===== src/hw/rtl/gec_pkg.sv =====
// Shared types and constants for the GPIO edge capture and debounce block.
`timescale 1ns / 1ps

package gec_pkg;

    // Field widths
    localparam int PIN_W  = 4;
    localparam int MASK_W = 16;
    localparam int TIME_W = 32;
    localparam int DB_W   = 30;
    localparam int CNT_W  = 16;
    localparam int CFG_IDX_W  = 2;
    localparam int CFG_DATA_W = 32;

    // Pins that the 16-bit mask can address
    localparam int MAX_PINS     = 16;
    localparam int NUM_PINS_DEF = 16;

    // Event counter saturation value
    localparam logic [CNT_W-1:0] CNT_MAX = {CNT_W{1'b1}};

    // Request kinds
    typedef enum logic {
        OP_IRQ   = 1'b0,
        OP_REARM = 1'b1
    } t_op;

    // Configuration register indexes
    typedef enum logic [CFG_IDX_W-1:0] {
        REG_PIN_ENABLE     = 2'd0,
        REG_DEBOUNCE_TIME  = 2'd1,
        REG_EVENT_CAPACITY = 2'd2
    } t_reg_idx;

    // Back-end sequencer states
    typedef enum logic {
        BK_IDLE = 1'b0,
        BK_BUSY = 1'b1
    } t_bk_state;

    // Classified request handed from front to back
    typedef struct packed {
        t_op                op;
        logic [PIN_W-1:0]   pin;
        logic [MASK_W-1:0]  mask;
        logic [MASK_W-1:0]  levels;
        logic [TIME_W-1:0]  now;
    } t_req;

    // Queue status seen by front and back
    typedef struct packed {
        logic full;
        logic empty;
    } t_q_status;

    // One result
    typedef struct packed {
        logic [PIN_W-1:0]  pin;
        logic [TIME_W-1:0] period;
        logic              edge_level;
        logic              recorded;
        logic              queue_push;
        logic              queue_level;
        logic              last;
    } t_res;

endpackage


===== src/hw/rtl/gec_front.sv =====
// Front end: accepts requests, screens out ones that do nothing, builds the queue entry.
`timescale 1ns / 1ps

module gec_front #(
    parameter int NUM_PINS = gec_pkg::NUM_PINS_DEF
) (
    input  logic                          i_in_valid,
    output logic                          o_in_stall,
    input  logic                          i_op,
    input  logic [gec_pkg::PIN_W-1:0]     i_pin,
    input  logic [gec_pkg::MASK_W-1:0]    i_pending_mask,
    input  logic [gec_pkg::MASK_W-1:0]    i_pin_levels,
    input  logic [gec_pkg::TIME_W-1:0]    i_now,
    input  logic [gec_pkg::MASK_W-1:0]    i_pin_enable,
    input  gec_pkg::t_q_status            i_q_status,
    output logic                          o_push,
    output gec_pkg::t_req                 o_req
);

    localparam int ACT = (NUM_PINS < gec_pkg::MAX_PINS) ? NUM_PINS : gec_pkg::MAX_PINS;
    localparam logic [31:0] PIN_MASK_W = (32'd1 << ACT) - 32'd1;
    localparam logic [gec_pkg::MASK_W-1:0] PIN_MASK = PIN_MASK_W[gec_pkg::MASK_W-1:0];
    localparam logic [gec_pkg::PIN_W:0] ACT_CNT = (gec_pkg::PIN_W + 1)'(ACT);

    logic                         accept;
    logic [gec_pkg::MASK_W-1:0]   served;
    logic                         keep;

    // Accept whenever the queue has room
    assign o_in_stall = i_q_status.full;
    assign accept     = i_in_valid & ~i_q_status.full;

    // Pins that give a result: pending, enabled and present
    assign served = i_pending_mask & i_pin_enable & PIN_MASK;

    // Drop rearms of absent pins and interrupts that serve no pin
    always_comb begin
        keep = 1'b0;
        unique case (gec_pkg::t_op'(i_op))
            gec_pkg::OP_REARM: keep = ({1'b0, i_pin} < ACT_CNT);
            gec_pkg::OP_IRQ:   keep = (served != '0);
            default:           keep = 1'b0;
        endcase
    end

    assign o_push        = accept & keep;
    assign o_req.op      = gec_pkg::t_op'(i_op);
    assign o_req.pin     = i_pin;
    assign o_req.mask    = served;
    assign o_req.levels  = i_pin_levels;
    assign o_req.now     = i_now;

endmodule


===== src/hw/rtl/gec_queue.sv =====
// Two-entry request queue between front and back end.
`timescale 1ns / 1ps

module gec_queue (
    input  logic               i_clk,
    input  logic               i_rst_n,
    input  logic               i_push,
    input  gec_pkg::t_req      i_req,
    input  logic               i_pop,
    output gec_pkg::t_req      o_head,
    output gec_pkg::t_q_status o_status
);

    gec_pkg::t_req r_mem [2];
    logic          r_wr;
    logic          r_rd;
    logic [1:0]    r_cnt;
    logic [1:0]    n_cnt;

    assign o_status.full  = (r_cnt == 2'd2);
    assign o_status.empty = (r_cnt == 2'd0);
    assign o_head         = r_mem[r_rd];

    // Occupancy
    always_comb begin
        n_cnt = r_cnt;
        if (i_push && !i_pop) begin
            n_cnt = r_cnt + 2'd1;
        end else if (!i_push && i_pop) begin
            n_cnt = r_cnt - 2'd1;
        end
    end

    // Pointers and count
    always_ff @(posedge i_clk) begin
        if (!i_rst_n) begin
            r_wr  <= 1'b0;
            r_rd  <= 1'b0;
            r_cnt <= 2'd0;
        end else begin
            r_cnt <= n_cnt;
            if (i_push) begin
                r_wr <= ~r_wr;
            end
            if (i_pop) begin
                r_rd <= ~r_rd;
            end
        end
    end

    // Storage
    always_ff @(posedge i_clk) begin
        if (i_push) begin
            r_mem[r_wr] <= i_req;
        end
    end

`ifndef ASSERT_OFF
    a_no_overflow: assert property (@(posedge i_clk) disable iff (!i_rst_n)
        i_push |-> (!o_status.full))
        else $error("request queue overflow");
    a_no_underflow: assert property (@(posedge i_clk) disable iff (!i_rst_n)
        i_pop |-> (!o_status.empty))
        else $error("request queue underflow");
`endif

endmodule


===== src/hw/rtl/gec_back.sv =====
// Back end: per-pin state; served pins go, one per unstalled cycle, to the output reg.
`timescale 1ns / 1ps

module gec_back #(
    parameter int NUM_PINS = gec_pkg::NUM_PINS_DEF
) (
    input  logic                         i_clk,
    input  logic                         i_rst_n,
    input  gec_pkg::t_req                i_head,
    input  gec_pkg::t_q_status           i_q_status,
    output logic                         o_pop,
    input  logic [gec_pkg::DB_W-1:0]     i_debounce_time,
    input  logic [gec_pkg::CNT_W-1:0]    i_event_capacity,
    output logic                         o_out_valid,
    input  logic                         i_out_stall,
    output gec_pkg::t_res                o_res
);

    localparam int ACT = (NUM_PINS < gec_pkg::MAX_PINS) ? NUM_PINS : gec_pkg::MAX_PINS;
    localparam int AW  = (ACT > 1) ? $clog2(ACT) : 1;

    // Per-pin state
    logic [gec_pkg::TIME_W-1:0] r_edge_time [ACT];
    logic [gec_pkg::CNT_W-1:0]  r_event_count [ACT];
    logic                       r_armed [ACT];
    logic [gec_pkg::TIME_W-1:0] r_db_start [ACT];

    // Current interrupt being walked
    gec_pkg::t_bk_state          r_state;
    gec_pkg::t_bk_state          n_state;
    logic [gec_pkg::MASK_W-1:0]  r_mask;
    logic [gec_pkg::MASK_W-1:0]  r_levels;
    logic [gec_pkg::TIME_W-1:0]  r_now;

    // Output register
    logic                        r_out_valid;
    gec_pkg::t_res               r_res;

    logic                        emit;
    logic                        out_free;
    logic [gec_pkg::MASK_W-1:0]  low_bit;
    logic [gec_pkg::MASK_W-1:0]  rest_mask;
    logic [gec_pkg::PIN_W-1:0]   cur_pin;
    logic [AW-1:0]               cur_idx;
    logic [AW-1:0]               head_idx;
    logic                        level;
    logic                        rec;
    logic [gec_pkg::TIME_W-1:0]  since_arm;
    logic                        db_expired;
    logic                        push;
    logic                        push_level;
    logic                        next_armed;

    assign out_free = ~r_out_valid | ~i_out_stall;

    // Lowest served pin
    assign low_bit   = r_mask & (~r_mask + 1'b1);
    assign rest_mask = r_mask & ~low_bit;

    always_comb begin
        cur_pin = '0;
        for (int i = 0; i < ACT; i++) begin
            if (low_bit[i]) begin
                cur_pin = cur_pin | gec_pkg::PIN_W'(i);
            end
        end
    end

    assign cur_idx  = cur_pin[AW-1:0];
    assign head_idx = i_head.pin[AW-1:0];

    // Result fields for the current pin
    assign level      = r_levels[cur_pin];
    assign rec        = (r_event_count[cur_idx] < i_event_capacity);
    assign since_arm  = r_now - r_db_start[cur_idx];
    assign db_expired = (since_arm[gec_pkg::DB_W-1:0] > i_debounce_time);

    // Debounce stage: new state pushes at once, armed state waits for a late high level
    always_comb begin
        if (!r_armed[cur_idx]) begin
            push       = 1'b1;
            push_level = level;
            next_armed = 1'b1;
        end else if (db_expired && level) begin
            push       = 1'b1;
            push_level = 1'b1;
            next_armed = 1'b0;
        end else begin
            push       = 1'b0;
            push_level = 1'b0;
            next_armed = 1'b1;
        end
    end

    // Sequencer next state
    always_comb begin
        n_state = r_state;
        unique case (r_state)
            gec_pkg::BK_IDLE: begin
                if (!i_q_status.empty && i_head.op == gec_pkg::OP_IRQ) begin
                    n_state = gec_pkg::BK_BUSY;
                end
            end
            gec_pkg::BK_BUSY: begin
                if (out_free && rest_mask == '0) begin
                    n_state = gec_pkg::BK_IDLE;
                end
            end
            default: n_state = gec_pkg::BK_IDLE;
        endcase
    end

    // Sequencer outputs
    always_comb begin
        o_pop = 1'b0;
        emit  = 1'b0;
        unique case (r_state)
            gec_pkg::BK_IDLE: o_pop = ~i_q_status.empty;
            gec_pkg::BK_BUSY: emit  = out_free;
            default: begin
                o_pop = 1'b0;
                emit  = 1'b0;
            end
        endcase
    end

    // Control registers
    always_ff @(posedge i_clk) begin
        if (!i_rst_n) begin
            r_state     <= gec_pkg::BK_IDLE;
            r_mask      <= '0;
            r_out_valid <= 1'b0;
        end else begin
            r_state <= n_state;
            if (o_pop && i_head.op == gec_pkg::OP_IRQ) begin
                r_mask <= i_head.mask;
            end else if (emit) begin
                r_mask <= rest_mask;
            end
            if (emit) begin
                r_out_valid <= 1'b1;
            end else if (!i_out_stall) begin
                r_out_valid <= 1'b0;
            end
        end
    end

    // Interrupt payload
    always_ff @(posedge i_clk) begin
        if (o_pop && i_head.op == gec_pkg::OP_IRQ) begin
            r_levels <= i_head.levels;
            r_now    <= i_head.now;
        end
    end

    // Result register
    always_ff @(posedge i_clk) begin
        if (emit) begin
            r_res.pin         <= cur_pin;
            r_res.period      <= r_now - r_edge_time[cur_idx];
            r_res.edge_level  <= ~level;
            r_res.recorded    <= rec;
            r_res.queue_push  <= push;
            r_res.queue_level <= push_level;
            r_res.last        <= (rest_mask == '0);
        end
    end

    // Per-pin state update: rearm from the queue head, or the pin being served
    always_ff @(posedge i_clk) begin
        if (!i_rst_n) begin
            for (int i = 0; i < ACT; i++) begin
                r_edge_time[i]   <= '0;
                r_event_count[i] <= '0;
                r_armed[i]       <= 1'b0;
                r_db_start[i]    <= '0;
            end
        end else if (o_pop && i_head.op == gec_pkg::OP_REARM) begin
            r_event_count[head_idx] <= '0;
            r_edge_time[head_idx]   <= i_head.now;
        end else if (emit) begin
            r_edge_time[cur_idx] <= r_now;
            if (rec && r_event_count[cur_idx] != gec_pkg::CNT_MAX) begin
                r_event_count[cur_idx] <= r_event_count[cur_idx] + 1'b1;
            end
            r_armed[cur_idx] <= next_armed;
            if (!r_armed[cur_idx]) begin
                r_db_start[cur_idx] <= r_now;
            end
        end
    end

    assign o_out_valid = r_out_valid;
    assign o_res       = r_res;

`ifndef ASSERT_OFF
    a_busy_has_pins: assert property (@(posedge i_clk) disable iff (!i_rst_n)
        (r_state == gec_pkg::BK_BUSY) |-> (r_mask != '0))
        else $error("walking an interrupt with no pins left");
    a_last_ends_walk: assert property (@(posedge i_clk) disable iff (!i_rst_n)
        (emit && rest_mask == '0) |=> (r_state == gec_pkg::BK_IDLE && o_out_valid && o_res.last))
        else $error("final result did not end the walk");
    a_pop_when_idle: assert property (@(posedge i_clk) disable iff (!i_rst_n)
        o_pop |-> (r_state == gec_pkg::BK_IDLE && !emit))
        else $error("queue popped while a walk is in progress");
`endif

endmodule


===== src/hw/rtl/gpio_edge_capture_debounce.sv =====
// Top level: configuration registers, front end, request queue and back end.
// Flow: with the back end idle, an accepted interrupt request is written into the queue,
// then loaded by the sequencer, and each result is then put in the output register; a
// rearm updates the pin state when the idle back end pops it from the queue.
// Throughput: the back-end walker gives one result per cycle while the output is not
// stalled, after a pop of the request. The two-entry queue decouples input.
// Reset (synchronous, active low) clears registers, queue, and all per-pin state.
`timescale 1ns / 1ps

module gpio_edge_capture_debounce #(
    parameter int NUM_PINS = gec_pkg::NUM_PINS_DEF
) (
    input  logic                              i_clk,
    input  logic                              i_rst_n,
    // input requests
    input  logic                              i_in_valid,
    output logic                              o_in_stall,
    input  logic                              i_op,
    input  logic [gec_pkg::PIN_W-1:0]         i_pin,
    input  logic [gec_pkg::MASK_W-1:0]        i_pending_mask,
    input  logic [gec_pkg::MASK_W-1:0]        i_pin_levels,
    input  logic [gec_pkg::TIME_W-1:0]        i_now,
    // results
    output logic                              o_out_valid,
    input  logic                              i_out_stall,
    output logic [gec_pkg::PIN_W-1:0]         o_out_pin,
    output logic [gec_pkg::TIME_W-1:0]        o_period,
    output logic                              o_edge_level,
    output logic                              o_recorded,
    output logic                              o_queue_push,
    output logic                              o_queue_level,
    output logic                              o_last,
    // configuration writes
    input  logic                              i_cfg_valid,
    output logic                              o_cfg_ready,
    input  logic [gec_pkg::CFG_IDX_W-1:0]     i_cfg_index,
    input  logic [gec_pkg::CFG_DATA_W-1:0]    i_cfg_data
);

    logic [gec_pkg::MASK_W-1:0] r_pin_enable;
    logic [gec_pkg::DB_W-1:0]   r_debounce_time;
    logic [gec_pkg::CNT_W-1:0]  r_event_capacity;

    logic               q_push;
    logic               q_pop;
    gec_pkg::t_req      front_req;
    gec_pkg::t_req      q_head;
    gec_pkg::t_q_status q_status;
    gec_pkg::t_res      res;

    // Configuration registers, always ready
    assign o_cfg_ready = 1'b1;

    always_ff @(posedge i_clk) begin
        if (!i_rst_n) begin
            r_pin_enable     <= '0;
            r_debounce_time  <= '0;
            r_event_capacity <= '0;
        end else if (i_cfg_valid) begin
            unique case (gec_pkg::t_reg_idx'(i_cfg_index))
                gec_pkg::REG_PIN_ENABLE:
                    r_pin_enable <= i_cfg_data[gec_pkg::MASK_W-1:0];
                gec_pkg::REG_DEBOUNCE_TIME:
                    r_debounce_time <= i_cfg_data[gec_pkg::DB_W-1:0];
                gec_pkg::REG_EVENT_CAPACITY:
                    r_event_capacity <= i_cfg_data[gec_pkg::CNT_W-1:0];
                default: ;
            endcase
        end
    end

    gec_front #(
        .NUM_PINS (NUM_PINS)
    ) u_front (
        .i_in_valid     (i_in_valid),
        .o_in_stall     (o_in_stall),
        .i_op           (i_op),
        .i_pin          (i_pin),
        .i_pending_mask (i_pending_mask),
        .i_pin_levels   (i_pin_levels),
        .i_now          (i_now),
        .i_pin_enable   (r_pin_enable),
        .i_q_status     (q_status),
        .o_push         (q_push),
        .o_req          (front_req)
    );

    gec_queue u_queue (
        .i_clk    (i_clk),
        .i_rst_n  (i_rst_n),
        .i_push   (q_push),
        .i_req    (front_req),
        .i_pop    (q_pop),
        .o_head   (q_head),
        .o_status (q_status)
    );

    gec_back #(
        .NUM_PINS (NUM_PINS)
    ) u_back (
        .i_clk            (i_clk),
        .i_rst_n          (i_rst_n),
        .i_head           (q_head),
        .i_q_status       (q_status),
        .o_pop            (q_pop),
        .i_debounce_time  (r_debounce_time),
        .i_event_capacity (r_event_capacity),
        .o_out_valid      (o_out_valid),
        .i_out_stall      (i_out_stall),
        .o_res            (res)
    );

    assign o_out_pin     = res.pin;
    assign o_period      = res.period;
    assign o_edge_level  = res.edge_level;
    assign o_recorded    = res.recorded;
    assign o_queue_push  = res.queue_push;
    assign o_queue_level = res.queue_level;
    assign o_last        = res.last;

endmodule


===== config.mk =====
export PLATFORM = sky130hd
export DESIGN_NAME = gpio_edge_capture_debounce
export DESIGN_NICKNAME = d
export VERILOG_FILES = /design/src/hw/rtl/gec_pkg.sv /design/src/hw/rtl/gec_front.sv /design/src/hw/rtl/gec_queue.sv /design/src/hw/rtl/gec_back.sv /design/src/hw/rtl/gpio_edge_capture_debounce.sv
export SDC_FILE = /design/constraint.sdc
export NUM_CORES = 2
export LEC_CHECK = 0
export ABC_AREA = 1
export BUFFER_PORTS_ARGS = -buffer_cell sky130_fd_sc_hd__buf_2
export CORE_UTILIZATION = 55
export CTS_CLUSTER_SIZE = 30
export DETAILED_ROUTE_END_ITERATION = 8
export GPL_TIMING_DRIVEN = 0
export PLACE_DENSITY = 0.78
export SYNTH_ARGS = -nofsm -noshare
export SYNTH_HDL_FRONTEND = slang
export SYNTH_HIERARCHICAL = 1
export SYNTH_SLANG_ARGS = --single-unit
export TNS_END_PERCENT = 100

===== constraint.sdc =====
create_clock -name i_clk -period 6.9 [get_ports i_clk]
set_input_delay 2.07 -clock i_clk [delete_from_list [all_inputs] [get_ports i_clk]]
set_output_delay 2.07 -clock i_clk [all_outputs]
set_load 0.005 [all_outputs]

Word-level counts from Yosys, hierarchy flattened --
Memories as Yosys holds them, arrays and structs flattened. A register that Yosys moved wholly into a read port is not among the register bits. Index checks and enable logic that the tools add are counted.
Operators by class: $lt $le $gt $ge 3, eq/ne operators 5, muxes and demuxes 73, divide/modulo/power cells 0, bitwise operators 18, reductions and logical operators 26, $mul 0, $add $sub $neg 6, shift operators 0
Operators by type and width (count):
- 32-bit two-way mux | 3
- 32-bit OR reduction | 3
- 16-bit two-way mux | 4
- 4-bit two-way mux | 14
- 16-bit AND | 3
- 1-bit two-way mux | 41
- 16-bit by 1-bit adder with 16-bit output (second input constant) | 2
- 16-bit NOT | 2
- 16-bit OR reduction | 2
- 32-bit subtractor | 1
- 30-bit greater-than comparator | 1
- 30-bit subtractor | 1
- 16-bit zero test | 1
- 16-bit < comparator | 1
- 16-bit != test (second input constant) | 1
- 16-bit nonzero test | 1
- 3-bit two-way mux | 4
- 1-bit NOT | 10
- 1-bit logical AND | 8
- 2-bit two-way mux | 4
- 2-bit AND reduction | 3
- 4-bit by 5-bit < comparator with 1-bit output (second input constant) | 1
- 1-bit binary-select mux with 4-bit select | 1
- 2-bit equality test (second input constant) | 2
- 11 further kinds | 17
Word-level totals: output and inout port bits 44, memories kept 5, RAM bits 1434, latch bits 0, input bits 108, memory bits (read-only) 0, word-level logic and storage cells 154, flip-flop bits (word level) 173
Memory list:
- u_back.r_db_start | depth 16, width 32, read ports 1, clocked after memory_dff 0, wr ports 16, RTL line gec_back.sv:26 | logic [gec_pkg::TIME_W-1:0] r_db_start [ACT];
- u_back.r_edge_time | depth 16, width 32, read ports 1, clocked after memory_dff 0, wr ports 16, RTL line gec_back.sv:23 | logic [gec_pkg::TIME_W-1:0] r_edge_time [ACT];
- u_back.r_event_count | depth 16, width 16, read ports 1, clocked after memory_dff 0, wr ports 16, RTL line gec_back.sv:24 | logic [gec_pkg::CNT_W-1:0] r_event_count [ACT];
- u_queue.r_mem | depth 2, width 69, read ports 1, clocked after memory_dff 1, wr ports 1, RTL line gec_queue.sv:14 | gec_pkg::t_req r_mem [2];
- u_back.r_armed | depth 16, width 1, read ports 1, clocked after memory_dff 0, wr ports 16, RTL line gec_back.sv:25 | logic r_armed [ACT];

Longest topological paths before layout --
An unclocked memory read counts as a cell.
depth in word-level cells 28, gate-level depth with buffers 49, mapped depth without buffers 44

Hierarchy --
The synthesis kept the hierarchy.
By module, submodules not included:
- gec_back | instances 1, area an instance 62816.5 um2, cells an instance 5712
- gec_queue | instances 1, area an instance 5248.8 um2, cells an instance 250
- gpio_edge_capture_debounce | instances 1, area an instance 2597.5 um2, cells an instance 402
- gec_front | instances 1, area an instance 595.6 um2, cells an instance 104

Worst setup path after synthesis --
OpenSTA, ideal clock, no wires.
path kind flip-flop to flip-flop, start register u_back/r_mask[2] (netlist bit), end memory u_back.r_armed[10], period minus slack after synthesis 6.726 ns, arrival time 6.600 ns, setup time 0.126 ns, buffers on the path 6, data required time 6.774 ns, cell stages (with the launch flop) 45, setup slack 0.174 ns, path through dfxtp_1 nor2_2 nand2_2 nor2_2 nand3_2 nand2_1 inv_2 nand2_8 inv_2 nor2_4 buf_2 buf_4 clkbuf_1 clkbuf_1 clkbuf_1 a22oi_1 a21oi_1 a2111oi_0 (+9 left out) a31oi_1 inv_1 a21oi_1 o21ai_0 a21oi_1 o21ai_0 a21oi_1 o21bai_1 xor2_1 ha_1 nand2_1 nor4_1 a221oi_1 a21boi_0 nand3b_1 inv_1 clkbuf_1 o21ai_0
RTL lines:
- start, declared | RTL line gec_back.sv:31 | logic [gec_pkg::MASK_W-1:0] r_mask;
- start signal, assigned | RTL line gec_back.sv:136 | r_mask <= i_head.mask;
- start signal, assigned | RTL line gec_back.sv:138 | r_mask <= rest_mask;
- end, declared | RTL line gec_back.sv:25

==> summary by stage <==
Status
The flow ran to the end, but the final reports show violations. The checks that failed: capacitance limit, setup timing.

Worst setup path
The kind of capture point of the worst setup path is a flop. The worst-path cell with the longest stage delay is sky130_fd_sc_hd__nand4_1. Among the stages of the critical path, the cell type that occurs most often is sky130_fd_sc_hd__nand2_2. The largest stage delay on the critical path is between 0.5 and 0.6 ns. The worst setup path category is flop to flop.

The data required time at the worst endpoint is roughly 7.6 ns. In this run the worst path has a maximum fanout of 10. The worst setup path is launched from a flop. Data arrives at the worst endpoint at 7.84 ns.

Yosys
The mapped cell area is slightly above 70000 sq um. After technology mapping, the gate count stands at between 6000 and 7000. In the synthesized netlist the dominant register cell turns out to be sky130_fd_sc_hd__edfxtp_1. The number of enable flip-flop cells after synthesis is between 1000 and 1500. The synthesized design spends more area on one cell type than any other, namely sky130_fd_sc_hd__edfxtp_1. The async set-reset flop share out of synthesis is 0%. By area the synthesized netlist is led by sky130_fd_sc_hd__edfxtp_1 62%, sky130_fd_sc_hd__nor2_1 6.9%, sky130_fd_sc_hd__nand2_1 5.0%. Yosys printed 6 warnings.

The total nets after synthesis is between 6000 and 7000. Synthesis inferred roughly 1600 register bits. The portion of the post-synthesis area used by sequential elements is 65.0%. The post-synthesis area per instance is between 10 and 15 sq um. The share of the synthesized area in the top cell type is between 60 and 70%.

After synthesis, the netlist uses between 60 and 70 different library cells.

Floorplan
The core region is 128000 sq um. From left edge to right edge, the die measures about 360 um. The die extent in y is between 300 and 400 um. The boundary pin count is roughly 150. The floorplan step defined a die boundary enclosing 131000 sq um.

The number of standard-cell rows in the floorplan is between 100 and 150. For this configuration, the core starts out at a cell density of between 50 and 60%.

STA
The final-report hold violation count is 0. Setup repair after global routing could not meet its margin everywhere. Derived from the worst setup path, the maximum achievable clock frequency is between 100 and 150 MHz.

Setup violations remaining at the end of the flow were counted as 18. Subtracting the final worst setup slack from the clock period gives 7.17 ns. The final critical path takes up 104% of the cycle. In this run the tightest slew margin relative to its limit is under 10%. The count of pins over their slew limit is 0. For the pin with the worst max-slew slack, the measured transition is between 1 and 1.5 ns. Across all setup checks in the final design, the least slack found is -0.267 ns. The post-route clock skew is roughly 0.027 ns.

Clock network
Clock-pin slew was measured on the worst setup and hold paths at roughly 0.060 ns. The buffer cell driving the clock tree root is sky130_fd_sc_hd__clkbuf_16. The clock latency of the later-clocked register in the worst-skew pair is around 0.8 ns.

The number of H-tree levels is 4. TritonCTS created 159 clock buffers. The TritonCTS sink count is about 1600.

The clock tree from TritonCTS is built. No sink is reached through more buffers than the 3 on the longest clock path.

Final layout
The summed area of non-filler cells in the final layout is 82600 sq um. For this run, the post-layout net count is between 7000 and 8000. The area added between synthesis and finish is 16.0%. The total of fill cells in the finished design is roughly 9300. Excluding fillers, the count of instances in the completed layout stands at ~9000. The fraction of final layout cells with drive strength greater than 1 is ~17%.

Route
The final route contains between 50000 and 60000 vias. For this run, design rule violations remaining after detail routing come to 0. The vias per cell is about 6.4. After detailed routing, the average wire length per cell comes to ~27 um.

The number of iterations in the first detailed-routing pass is 8. The sum of routed wire length over all layers is between 200000 and 250000 um. The post-route antenna net violation count is 0. For this block, the initial DRC count from the detailed router was 9572.

Hold path
In this run the worst hold path is classified as flop to flop.

GRT
The maximum number of pins on one net before global-route repair is 56. The first global-routing pass estimated around 340000 um of wire. The number of global-route vias before repair came to ~53000.

The initial antenna violation count was 19. The total routing usage reported by global routing is a little over a third. After global routing the overflow that remains totals 0.

Placed design
The number of port buffers is 95. The congestion estimate from routability-driven global placement came to 0.987. The estimated wirelength of the detail-placed design is 163000 um. After detailed placement, the design holds a cell count of roughly 8300. The cell area after placement is around 75000 sq um.

Job
The tool flagged a number of max-cap violations equal to 1.
## synthesized netlist by cell type (18+ instances only)
cell                        count
sky130_fd_sc_hd__edfxtp_1    1475
sky130_fd_sc_hd__nor2_1      1310
sky130_fd_sc_hd__nand2_1      949
sky130_fd_sc_hd__a22oi_1      444
sky130_fd_sc_hd__clkbuf_1     317
sky130_fd_sc_hd__inv_1        309
sky130_fd_sc_hd__a21oi_1      268
sky130_fd_sc_hd__nor3_1       175
sky130_fd_sc_hd__ha_1         108
sky130_fd_sc_hd__dfxtp_1      101
sky130_fd_sc_hd__nand3_1       96
sky130_fd_sc_hd__nor2_2        88
sky130_fd_sc_hd__o21ai_0       87
sky130_fd_sc_hd__buf_2         74
sky130_fd_sc_hd__buf_4         68
sky130_fd_sc_hd__mux2_2        59
sky130_fd_sc_hd__o21ai_1       58
sky130_fd_sc_hd__a2111oi_0     52
sky130_fd_sc_hd__xor2_1        47
sky130_fd_sc_hd__o22ai_1       34
sky130_fd_sc_hd__o31ai_1       34
sky130_fd_sc_hd__clkinv_1      33
sky130_fd_sc_hd__nand4_1       29
sky130_fd_sc_hd__nand3b_1      24
sky130_fd_sc_hd__buf_6         22
sky130_fd_sc_hd__nand3_2       18
## cells in the final DEF, fill, tap and decap left out, types with 20 or more instances in the layout
cell type                   Yosys  final
sky130_fd_sc_hd__nand4_1       29     29
sky130_fd_sc_hd__clkinv_2       0     38
sky130_fd_sc_hd__o22ai_1       34     33
sky130_fd_sc_hd__buf_2         74    172
sky130_fd_sc_hd__clkinv_1      33     60
sky130_fd_sc_hd__o21ai_0       87     59
sky130_fd_sc_hd__xor2_1        47     42
sky130_fd_sc_hd__nor2_1      1310   1295
sky130_fd_sc_hd__a2111oi_0     52     31
sky130_fd_sc_hd__buf_4         68    192
sky130_fd_sc_hd__nand2_2       17     62
sky130_fd_sc_hd__o21ai_2        0     20
sky130_fd_sc_hd__nor2_2        88     91
sky130_fd_sc_hd__nand3_1       96     91
sky130_fd_sc_hd__nor2_4        11     23
sky130_fd_sc_hd__buf_6         22     38
sky130_fd_sc_hd__dfxtp_1      101     88
sky130_fd_sc_hd__clkbuf_1     317    263
sky130_fd_sc_hd__edfxtp_1    1475   1475
sky130_fd_sc_hd__o21ai_1       58     65
sky130_fd_sc_hd__ha_1         108    103
sky130_fd_sc_hd__mux2_2        59     59
sky130_fd_sc_hd__nand3b_1      24     24
sky130_fd_sc_hd__nand2_1      949    894
sky130_fd_sc_hd__o31ai_1       34     23
sky130_fd_sc_hd__nor3_1       175    173
sky130_fd_sc_hd__inv_1        309    302
sky130_fd_sc_hd__clkbuf_2       1     20
sky130_fd_sc_hd__a22oi_1      444    433
sky130_fd_sc_hd__a21oi_1      268    255
sky130_fd_sc_hd__buf_12         0     37
sky130_fd_sc_hd__clkbuf_16      0    174
## registers in the layout, indices dropped and copies added, names as in the netlist, 2 cells and up, named ones only
| signal | count |
|---|---|
| r_debounce_time | 30 |
| r_event_capacity | 16 |
| r_pin_enable | 16 |
| u_back/o_res | 41 |
| u_back/r_armed | 16 |
| u_back/r_db_start | 480 |
| u_back/r_edge_time | 512 |
| u_back/r_event_count | 256 |
| u_back/r_levels | 16 |
| u_back/r_mask | 16 |
| u_back/r_now | 32 |
| u_queue/r_cnt | 2 |
| u_queue/r_mem | 138 |
## logic make-up (layout without fill, tap and decap cells)
group	after synthesis	after routing	synth area share [%]
other	1	12	0.00526
AOI/OAI and AO/OA	1046	1046	9.64
adders and majority gates	110	110	1.95
xor gates and xnor gates	63	63	0.774
and+or+nand+nor	2747	2747	16.2
DFF	1576	1576	65.0
muxes	71	71	1.17
buffers and inverters	854	1398	5.30
## final timing paths
path	start	end	slack, ns	depth (start not counted)
max	u_back/r_mask[0]	u_back/r_armed[11]	-0.27	44
min	u_back/r_armed[7]	u_back/r_armed[7]	0.48	2
max reg2reg	u_back/r_mask[0]	u_back/r_armed[11]	-0.27	44
min reg2reg	u_back/r_armed[7]	u_back/r_armed[7]	0.48	2
## layer usage
layer	track usage (%)	wire [um]	vias up
met4	21.5	17100	14
met5	0.0370	90	-
met3	12.6	38800	971
li1	-	-	23500
met1	45.9	81600	26800
met2	52.3	103000	4831
## repair_timing
item,4_1_cts,5_1_grt
gates resized for setup,355,184
hold buffers,0,0
gates cloned,6,1
pin swaps,66,82
setup endpoints to repair,157,93
buffers inserted,83,55
## stage by stage
stage          util (%)  setup WS (ns)  TNS, ns  hold slack, ns
6_report           64.5         -0.267    -4.09           0.476
2_1_floorplan         -          0.174        0           0.445
3_3_place_gp       57.7          -4.45  -964.67           0.462
5_1_grt            64.5         -0.326    -5.07           0.507
4_1_cts            63.8       0.000919        0           0.478
3_5_place_dp       58.3          -3.94  -171.99           0.469
## worst max-delay path, delay by kind of cell (launching register included)
family | cells | cell delay [ns]
flip-flops | 1 | 0.40
AO/OA/AOI/OAI | 11 | 1.71
XOR/XNOR | 1 | 0.21
buffers and inverters | 8 | 1.11
AND/OR/NAND/NOR | 22 | 2.80
adder cells (fa/ha/maj) | 2 | 0.79
## area by class of cell
cell class	count	area, sq um	area share [%]
diodes	11	27.5	0.0333
clock buffers	189	4140	5.02
plain buffers	478	3120	3.78
inverters	353	1390	1.68
clock inverters	96	785	0.949
repair buffers	282	2410	2.92
well taps	1729	2160	2.62
flip-flops and latches	1576	46400	56.1
multi-input cells	4038	22200	26.9
Power is not shown: default switching activity piles up to over one toggle a cycle in this logic, so the estimate is an artifact.
